--- config.mk ---
export PLATFORM = sky130hd
export DESIGN_NAME = prrcs_ctrl
export DESIGN_NICKNAME = d
export VERILOG_FILES = /design/src/design/priority_rr_credit_scheduler_unit_defines.svh /design/src/design/prrcs_pkg.sv /design/src/design/prrcs_ctrl.sv
export SDC_FILE = /design/constraint.sdc
export NUM_CORES = 1
export LEC_CHECK = 0
export BUFFER_PORTS_ARGS = -buffer_cell sky130_fd_sc_hd__buf_2
export CAP_MARGIN = 20
export CORE_MARGIN = 2
export CORE_UTILIZATION = 32
export DETAILED_ROUTE_END_ITERATION = 10
export GPL_ROUTABILITY_DRIVEN = 1
export SLEW_MARGIN = 20
export SYNTH_ARGS = -nofsm -noshare
export SYNTH_HDL_FRONTEND = slang
export SYNTH_SLANG_ARGS = --single-unit
--- constraint.sdc ---
create_clock -name clk -period 5.43 [get_ports clk]
set_input_delay 0.543 -clock clk [delete_from_list [all_inputs] [get_ports clk]]
set_output_delay 0.543 -clock clk [all_outputs]
set_load 0.02 [all_outputs]
--- src/design/priority_rr_credit_scheduler_unit_defines.svh ---
// Assertion macros for the priority round-robin credit scheduler.
// Expects signals clk and rst_n in the including scope; no other dependencies.
`ifndef PRIORITY_RR_CREDIT_SCHEDULER_UNIT_DEFINES_SVH
`define PRIORITY_RR_CREDIT_SCHEDULER_UNIT_DEFINES_SVH

// Same-cycle implication, checked outside reset.
`define PRRCS_ASSERT_IMP(lbl, ante, cons, msg) \
  lbl: assert property (@(posedge clk) disable iff (!rst_n) (ante) |-> (cons)) \
    else $error(msg);

// Next-cycle implication, checked outside reset.
`define PRRCS_ASSERT_NXT(lbl, ante, cons, msg) \
  lbl: assert property (@(posedge clk) disable iff (!rst_n) (ante) |=> (cons)) \
    else $error(msg);

`endif

--- src/design/prrcs_pkg.sv ---
// Shared types, constants and control/status bundles of the scheduler.
// No dependencies; used by the controller, the datapath and the top level.
`timescale 1ns / 1ps

package prrcs_pkg;

  // Parameter defaults
  localparam int MAX_QUEUES_DEF = 64;
  localparam int TIME_BITS_DEF  = 48;

  // Fixed field widths
  localparam int ACTIVE_W   = 7;
  localparam int BYTES_W    = 16;
  localparam int RATE_W     = 32;
  localparam int TOK_W      = 32;
  localparam int FTIME_W    = 48;
  localparam int QIDX_W     = 6;
  localparam int GRANT_W    = 3;
  localparam int CFG_IDX_W  = 2;
  localparam int CFG_DATA_W = 32;

  // Refill multiply is split into two partial products of this many bits
  localparam int MUL_PART_W = 24;
  localparam int FRAC_BITS  = 16;
  localparam logic [TOK_W-1:0] TOK_SAT = 32'hffffffff;

  // Register reset values
  localparam logic [ACTIVE_W-1:0] ACTIVE_RST  = 7'd1;
  localparam logic [BYTES_W-1:0]  BYTES_RST   = 16'd84;
  localparam logic [RATE_W-1:0]   RATE_RST    = 32'd65536;
  localparam logic [TOK_W-1:0]    MAX_TOK_RST = 32'd65535;

  // Register indexes
  localparam logic [CFG_IDX_W-1:0] CFG_ACTIVE  = 2'd0;
  localparam logic [CFG_IDX_W-1:0] CFG_BYTES   = 2'd1;
  localparam logic [CFG_IDX_W-1:0] CFG_RATE    = 2'd2;
  localparam logic [CFG_IDX_W-1:0] CFG_MAX_TOK = 2'd3;

  typedef enum logic [GRANT_W-1:0] {
    GRANT_NONE    = 3'd0,
    GRANT_ACK     = 3'd1,
    GRANT_DATA    = 3'd2,
    GRANT_CREDIT  = 3'd3,
    GRANT_BLOCKED = 3'd4
  } grant_t;

  typedef struct packed {
    logic   clr_wr;
    logic   cap_item;
    logic   store_wr;
    logic   scan_init;
    logic   mod_step;
    logic   scan_en;
    logic   ref_sub;
    logic   mul_lo;
    logic   mul_hi;
    logic   ref_sum;
    logic   ref_add;
    logic   charge;
    logic   set_res;
    grant_t res_grant;
    logic   res_wake;
    logic   out_load;
  } cmd_t;

  typedef struct packed {
    logic clr_last;
    logic op_sched;
    logic ack;
    logic data;
    logic mod_done;
    logic scan_found;
    logic scan_done;
    logic tokens_ok;
    logic out_free;
  } status_t;

endpackage

--- src/design/prrcs_ctrl.sv ---
// Sequencing state machine of the scheduler.
// Depends on prrcs_pkg; drives the datapath through cmd_t, reads status_t.
`timescale 1ns / 1ps

module prrcs_ctrl (
  input  logic               clk,
  input  logic               rst_n,
  input  logic               in_valid,
  output logic               in_ready,
  input  prrcs_pkg::status_t st,
  output prrcs_pkg::cmd_t    cmd
);

  typedef enum logic [12:0] {
    S_CLEAR   = 13'b0000000000001,
    S_IDLE    = 13'b0000000000010,
    S_DECODE  = 13'b0000000000100,
    S_STORE   = 13'b0000000001000,
    S_MOD     = 13'b0000000010000,
    S_SCAN    = 13'b0000000100000,
    S_REF_SUB = 13'b0000001000000,
    S_MUL_LO  = 13'b0000010000000,
    S_MUL_HI  = 13'b0000100000000,
    S_REF_SUM = 13'b0001000000000,
    S_REF_ADD = 13'b0010000000000,
    S_CHARGE  = 13'b0100000000000,
    S_DONE    = 13'b1000000000000
  } state_t;

  state_t state_r, state_nxt;

  always_comb begin
    state_nxt = state_r;
    cmd       = '0;
    in_ready  = 1'b0;
    case (state_r)
      S_CLEAR: begin
        cmd.clr_wr = 1'b1;
        if (st.clr_last) begin
          state_nxt = S_IDLE;
        end
      end
      S_IDLE: begin
        in_ready     = 1'b1;
        cmd.cap_item = in_valid;
        if (in_valid) begin
          state_nxt = S_DECODE;
        end
      end
      S_DECODE: begin
        if (!st.op_sched) begin
          state_nxt = S_STORE;
        end else if (st.ack) begin
          cmd.set_res   = 1'b1;
          cmd.res_grant = prrcs_pkg::GRANT_ACK;
          state_nxt     = S_DONE;
        end else begin
          cmd.scan_init = 1'b1;
          state_nxt     = S_MOD;
        end
      end
      S_STORE: begin
        cmd.store_wr  = 1'b1;
        cmd.set_res   = 1'b1;
        cmd.res_grant = prrcs_pkg::GRANT_NONE;
        state_nxt     = S_DONE;
      end
      S_MOD: begin
        if (st.mod_done) begin
          state_nxt = S_SCAN;
        end else begin
          cmd.mod_step = 1'b1;
        end
      end
      S_SCAN: begin
        cmd.scan_en = 1'b1;
        if (st.scan_found) begin
          state_nxt = S_REF_SUB;
        end else if (st.scan_done) begin
          cmd.set_res   = 1'b1;
          cmd.res_grant = st.data ? prrcs_pkg::GRANT_DATA : prrcs_pkg::GRANT_NONE;
          cmd.res_wake  = !st.data;
          state_nxt     = S_DONE;
        end
      end
      S_REF_SUB: begin
        cmd.ref_sub = 1'b1;
        state_nxt   = S_MUL_LO;
      end
      S_MUL_LO: begin
        cmd.mul_lo = 1'b1;
        state_nxt  = S_MUL_HI;
      end
      S_MUL_HI: begin
        cmd.mul_hi = 1'b1;
        state_nxt  = S_REF_SUM;
      end
      S_REF_SUM: begin
        cmd.ref_sum = 1'b1;
        state_nxt   = S_REF_ADD;
      end
      S_REF_ADD: begin
        cmd.ref_add = 1'b1;
        state_nxt   = S_CHARGE;
      end
      S_CHARGE: begin
        cmd.charge    = 1'b1;
        cmd.set_res   = 1'b1;
        cmd.res_grant = st.tokens_ok ? prrcs_pkg::GRANT_CREDIT : prrcs_pkg::GRANT_BLOCKED;
        state_nxt     = S_DONE;
      end
      S_DONE: begin
        if (st.out_free) begin
          cmd.out_load = 1'b1;
          state_nxt    = S_IDLE;
        end
      end
      default: begin
        state_nxt = S_IDLE;
      end
    endcase
  end

  always_ff @(posedge clk) begin
    if (!rst_n) begin
      state_r <= S_CLEAR;
    end else begin
      state_r <= state_nxt;
    end
  end

endmodule

## Word level (Yosys, flattened, before mapping)

Index checks and enable logic that the tools add are counted.

- Bits in registers: 13
- Latch bits: 0
- Bits in writable memories: 0
- Memory bits (read-only): 0
- Input bits: 12
- Output and inout bits: 19
- Memories kept: 0

- $add $sub $neg: 0
- $mul: 0
- Divide/modulo/power cells: 0
- Magnitude comparators: 0
- Eq/ne operators: 18
- Shifts and indexed selects: 0
- Multiplexer cells: 35
- Bitwise operators: 0
- Reductions and logical operators: 3

Operator list:

| kind | number |
|---|---|
| case mux 13 bit (12 select lines) | 1 |
| 2-to-1 mux 13 bit | 8 |
| 2-to-1 mux 1 bit | 19 |
| case mux 4 bit (4 select lines) | 1 |
| equality test 13 x 1 -> 1 bit (second input constant) | 1 |
| equality test 13 x 10 -> 1 bit (second input constant) | 1 |
| equality test 13 x 11 -> 1 bit (second input constant) | 1 |
| equality test 13 x 12 -> 1 bit (second input constant) | 1 |
| equality test 13 bit (second input constant) | 1 |
| equality test 13 x 2 -> 1 bit (second input constant) | 1 |
| equality test 13 x 3 -> 1 bit (second input constant) | 1 |
| equality test 13 x 4 -> 1 bit (second input constant) | 1 |
| equality test 13 x 5 -> 1 bit (second input constant) | 1 |
| equality test 13 x 6 -> 1 bit (second input constant) | 1 |
| equality test 13 x 7 -> 1 bit (second input constant) | 1 |
| equality test 13 x 8 -> 1 bit (second input constant) | 1 |
| equality test 13 x 9 -> 1 bit (second input constant) | 1 |
| 2-to-1 mux 5 bit | 2 |
| 2-to-1 mux 4 bit | 2 |
| inequality test 2 bit (second input constant) | 4 |
| AND reduction 5 bit | 1 |
| 2-to-1 mux 3 bit | 1 |
| inequality test 3 bit (second input constant) | 1 |
| 2-to-1 mux 2 bit | 1 |
| 2 further kinds | 2 |

## Depth between registers and ports, before layout

- Depth in word-level cells: 4
- Depth in mapped cells: 6
- Mapped depth without buffers: 5

## Least setup slack after synthesis

OpenSTA, ideal clock, no wires.

- Path type: reg2out
- Start point: register state_r[4]
- End point: output cmd[4] (netlist bit)
- Arrival: 1.736 ns
- Required time: 4.887 ns
- Path slack: 3.151 ns
- Cell stages (with the launch flop): 6
- Buffers on the path: 1
- Cell sequence: dfxtp_1 -> buf_6 -> or4_4 -> nor2_1 -> and3_1 -> nor2b_1

RTL lines:

| item | RTL line | text |
|---|---|---|
| start: declaration | prrcs_ctrl.sv:30 | `state_t state_r, state_nxt;` |
| start signal: assignment | prrcs_ctrl.sv:128 | `state_r <= state_nxt;` |
| end: declaration | prrcs_ctrl.sv:11 | `output prrcs_pkg::cmd_t cmd` |

==> summary.txt <==
Floorplanning
  • I/O pin count: 31
  • Die outline width: 58.8 um
  • Site row count: 19
  • Die H: 58.8 um
  • Starting Density: 0.342
  • Die area: 3450 um2
  • Area of the core: 2810 um2

Logic synthesis
  • Cell area after synthesis: about 960 um2
  • Distinct cell type count after synthesis: 46
  • Area fraction of the dominant cell type after synthesis: 0.271
  • Mean post-synth cell area: 7.68 um2
  • Number of nets in the synthesized netlist: 137
  • Sequential element share of the synthesized area: 0.271
  • Warnings from Yosys: 0
  • Proportion of synthesized flip-flops having asynchronous set or reset: 0
  • Number of enable-type register cells in the synthesized netlist: 0
  • Cell accounting for the most synthesized area: sky130_fd_sc_hd__dfxtp_1
  • Number of storage elements in the synthesis netlist: 13
  • Top cells by area, synth: sky130_fd_sc_hd__dfxtp_1 27%, sky130_fd_sc_hd__nor2_1 7.4%, sky130_fd_sc_hd__nand2_1 3.9%, sky130_fd_sc_hd__nor3_1 3.7%, sky130_fd_sc_hd__nor3b_1 3.1%
  • Cells after Synth: 125
  • Post-synth top cells: 19 x sky130_fd_sc_hd__nor2_1, 13 x sky130_fd_sc_hd__dfxtp_1, 10 x sky130_fd_sc_hd__nand2_1
  • Cell with the most instances after synthesis: sky130_fd_sc_hd__nor2_1
  • Dominant synthesized flop cell: sky130_fd_sc_hd__dfxtp_1

Setup path
  • Cell with the biggest individual delay on the critical path: sky130_fd_sc_hd__nor4b_1
  • Chain of cells forming the critical path: nor3_2, nand3_2, nor4b_1, a21oi_1, nand2_1, buf_2
  • Maximum single-stage delay on the critical path: 620 ps
  • Critical-path maximum fanout: 8
  • Startpoint kind of the worst setup timing path: flip-flop
  • Crit Path Category: reg2out
  • Crit. End Element: primary output
  • Data required time of the worst path: 4890 ps
  • Crit path DAT: 2340 ps

CTS
  • Sink Count: 13
  • Post-CTS setup buffer count: 0
  • Max Root-Sink Buffers: 2
  • Clock tree root buffer cell: sky130_fd_sc_hd__clkbuf_4
  • CTS tree: built
  • CTS clk-pin slew, worst paths: 80 ps
  • Number of instances resized during post-cts repair: 0
  • Post-CTS Hold Buffers: 0
  • Count of H-tree levels built during CTS: 1
  • Clock network latency to the later pin of the worst-skew pair: between 200 and 300 ps
  • TritonCTS buffer count: 3

Power and ir drop
  • Peak ir drop on the vdd network: 0.0774 mV
  • Standby leakage power: 0.533 nW
  • Cell area power density: 178 nW/um2

GRT
  • Maximum number of pins on one net before global-route repair: 11
  • Number of global-route vias before repair: roughly 930
  • First-pass GRT wire length: 4020 um
  • Antenna violations before repair: 0
  • Overall Global Routing Usage: 0.152
  • Global route overflow: 0

Routing
  • WL/cell: between 10 and 15 um
  • Total detailed-routing wirelength: 2390 um
  • Number of violations reported at the end of detailed-routing iteration 0: 25
  • Drt drc: 2
  • Total number of vias: 1,019
  • Highest metal used: met4
  • Antenna-violating nets left: 0
  • Pre-antenna DRT Iters: 8
  • DRT met1 WL: 1190 um
  • Post-detailed-route via-to-cell ratio: between 5 and 6
  • Detail Route met2 WL: 1090 um
  • Met3 Wirelength: 93 um

Timing
  • Final number of setup-violating endpoints: 0
  • Actual slew at the worst max-slew pin: 675 ps
  • Maximum operating frequency: 347 MHz
  • Worst relative slew slack: 0.544
  • RSZ-0062 raised after global routing: no
  • Final worst clock skew: between 1.5 and 2 ps
  • Minimum clock period: 2880 ps
  • Number of failing hold endpoints at the final stage: 0
  • Min setup slack post-route: 2550 ps
  • Count of final max-slew check failures: 0
  • Setup tns final: 0 ps
  • Final cycle utilization of the critical path: 0.531

Layout
  • Final instance area: 1150 um2
  • Area added between synthesis and finish: 19.6%
  • Largest register by flop count: state_r
  • Max FFs per register: 13
  • Diodes inserted: 0
  • Number of nets at the end of the flow: 167
  • Utilization after layout: 0.409
  • Largest registers: state_r (13)
  • Count of filler cells inserted in the layout: slightly above 300
  • Fraction of final layout cells with drive strength greater than 1: 0.292

Hold path
  • Worst Hold Class: in2reg

Placement
  • Post-DP HPWL: 1950 um
  • Final RePlAce weighted congestion: 0.848
  • Placed Area: roughly 1100 um2
  • Worst Setup Slack post-DPL: 2900 ps
  • # port buffers: 30

Outcome
  • Status: finished, violations left
  • Violations in the final reports: DRC

Flow run
  • Max-cap violation count: 0
==> final cells by class <==
| type | count | area [um2] | area share |
|---|---|---|---|
| well taps | 31 | 38.8 | 0.0338 |
| flip-flops and latches | 13 | 260 | 0.227 |
| repair buffers | 30 | 150 | 0.131 |
| inverters | 3 | 11.3 | 0.00981 |
| clock buffers | 4 | 26.3 | 0.0229 |
| multi-input cells | 104 | 661 | 0.576 |
==> placed cells by master (no fill, tap or decap), drive strengths merged, types with 4 or more instances in the layout <==
| cell type | n |
|---|---|
| and2 | 4 |
| nor4 | 4 |
| buf | 30 |
| nor2 | 19 |
| or3 | 4 |
| dfxtp | 13 |
| nor2b | 4 |
| nor3 | 8 |
| nand3 | 4 |
| clkbuf | 4 |
| nor3b | 4 |
| and3 | 4 |
| nand2 | 10 |
| nand2b | 4 |
==> through the flow <==
stage,instances,power (mW),hold WS (ps)
final,185,0.205,461
after global routing,185,0.219,469
after CTS,185,0.206,458
after detailed placement,181,0.145,555
after global placement,181,0.145,556
after floorplan,125,0.132,504
==> kinds of logic after synthesis <==
kind of cell	Yosys count	share of synthesized area
xor gates and xnor gates	4	0.0365
and+or+nand+nor	84	0.525
AOI/OAI and AO/OA	16	0.126
DFF	13	0.271
buffers and inverters	8	0.0404
==> layer usage <==
metal,vias up,track usage
met1,482,0.193
met2,19,0.254
li1,514,-
met3,4,0.0352
met5,-,0
met4,0,0.0487
==> power breakdown <==
group	total, mW	switching [mW]	internal, mW
registers	0.102	0.00471	0.0977
logic	0.0409	0.0237	0.0172
clock network	0.0614	0.0329	0.0285
==> path summary, 6_finish.rpt <==
path              slack, ps                startpoint                       end  depth (start not counted)
setup / recovery       2550  state_r[10]$_SDFFE_PN0P_                    cmd[5]                          6
hold reg to reg         570   state_r[6]$_SDFFE_PN0P_   state_r[7]$_SDFFE_PN0P_                          2
hold / removal          460                     st[8]   state_r[0]$_SDFFE_PN1P_                          2
setup reg to reg       3320  state_r[10]$_SDFFE_PN0P_  state_r[12]$_SDFFE_PN0P_                          5
==> critical path: cells and delay by family, from the launching register on <==
family                 cells  cell delay, ps
and+or+nand+nor            4            1400
buffers and inverters      1             160
DFF                        1             370
AOI/OAI and AO/OA          1             120
Note: power is estimated with default switching activity, not from simulation.
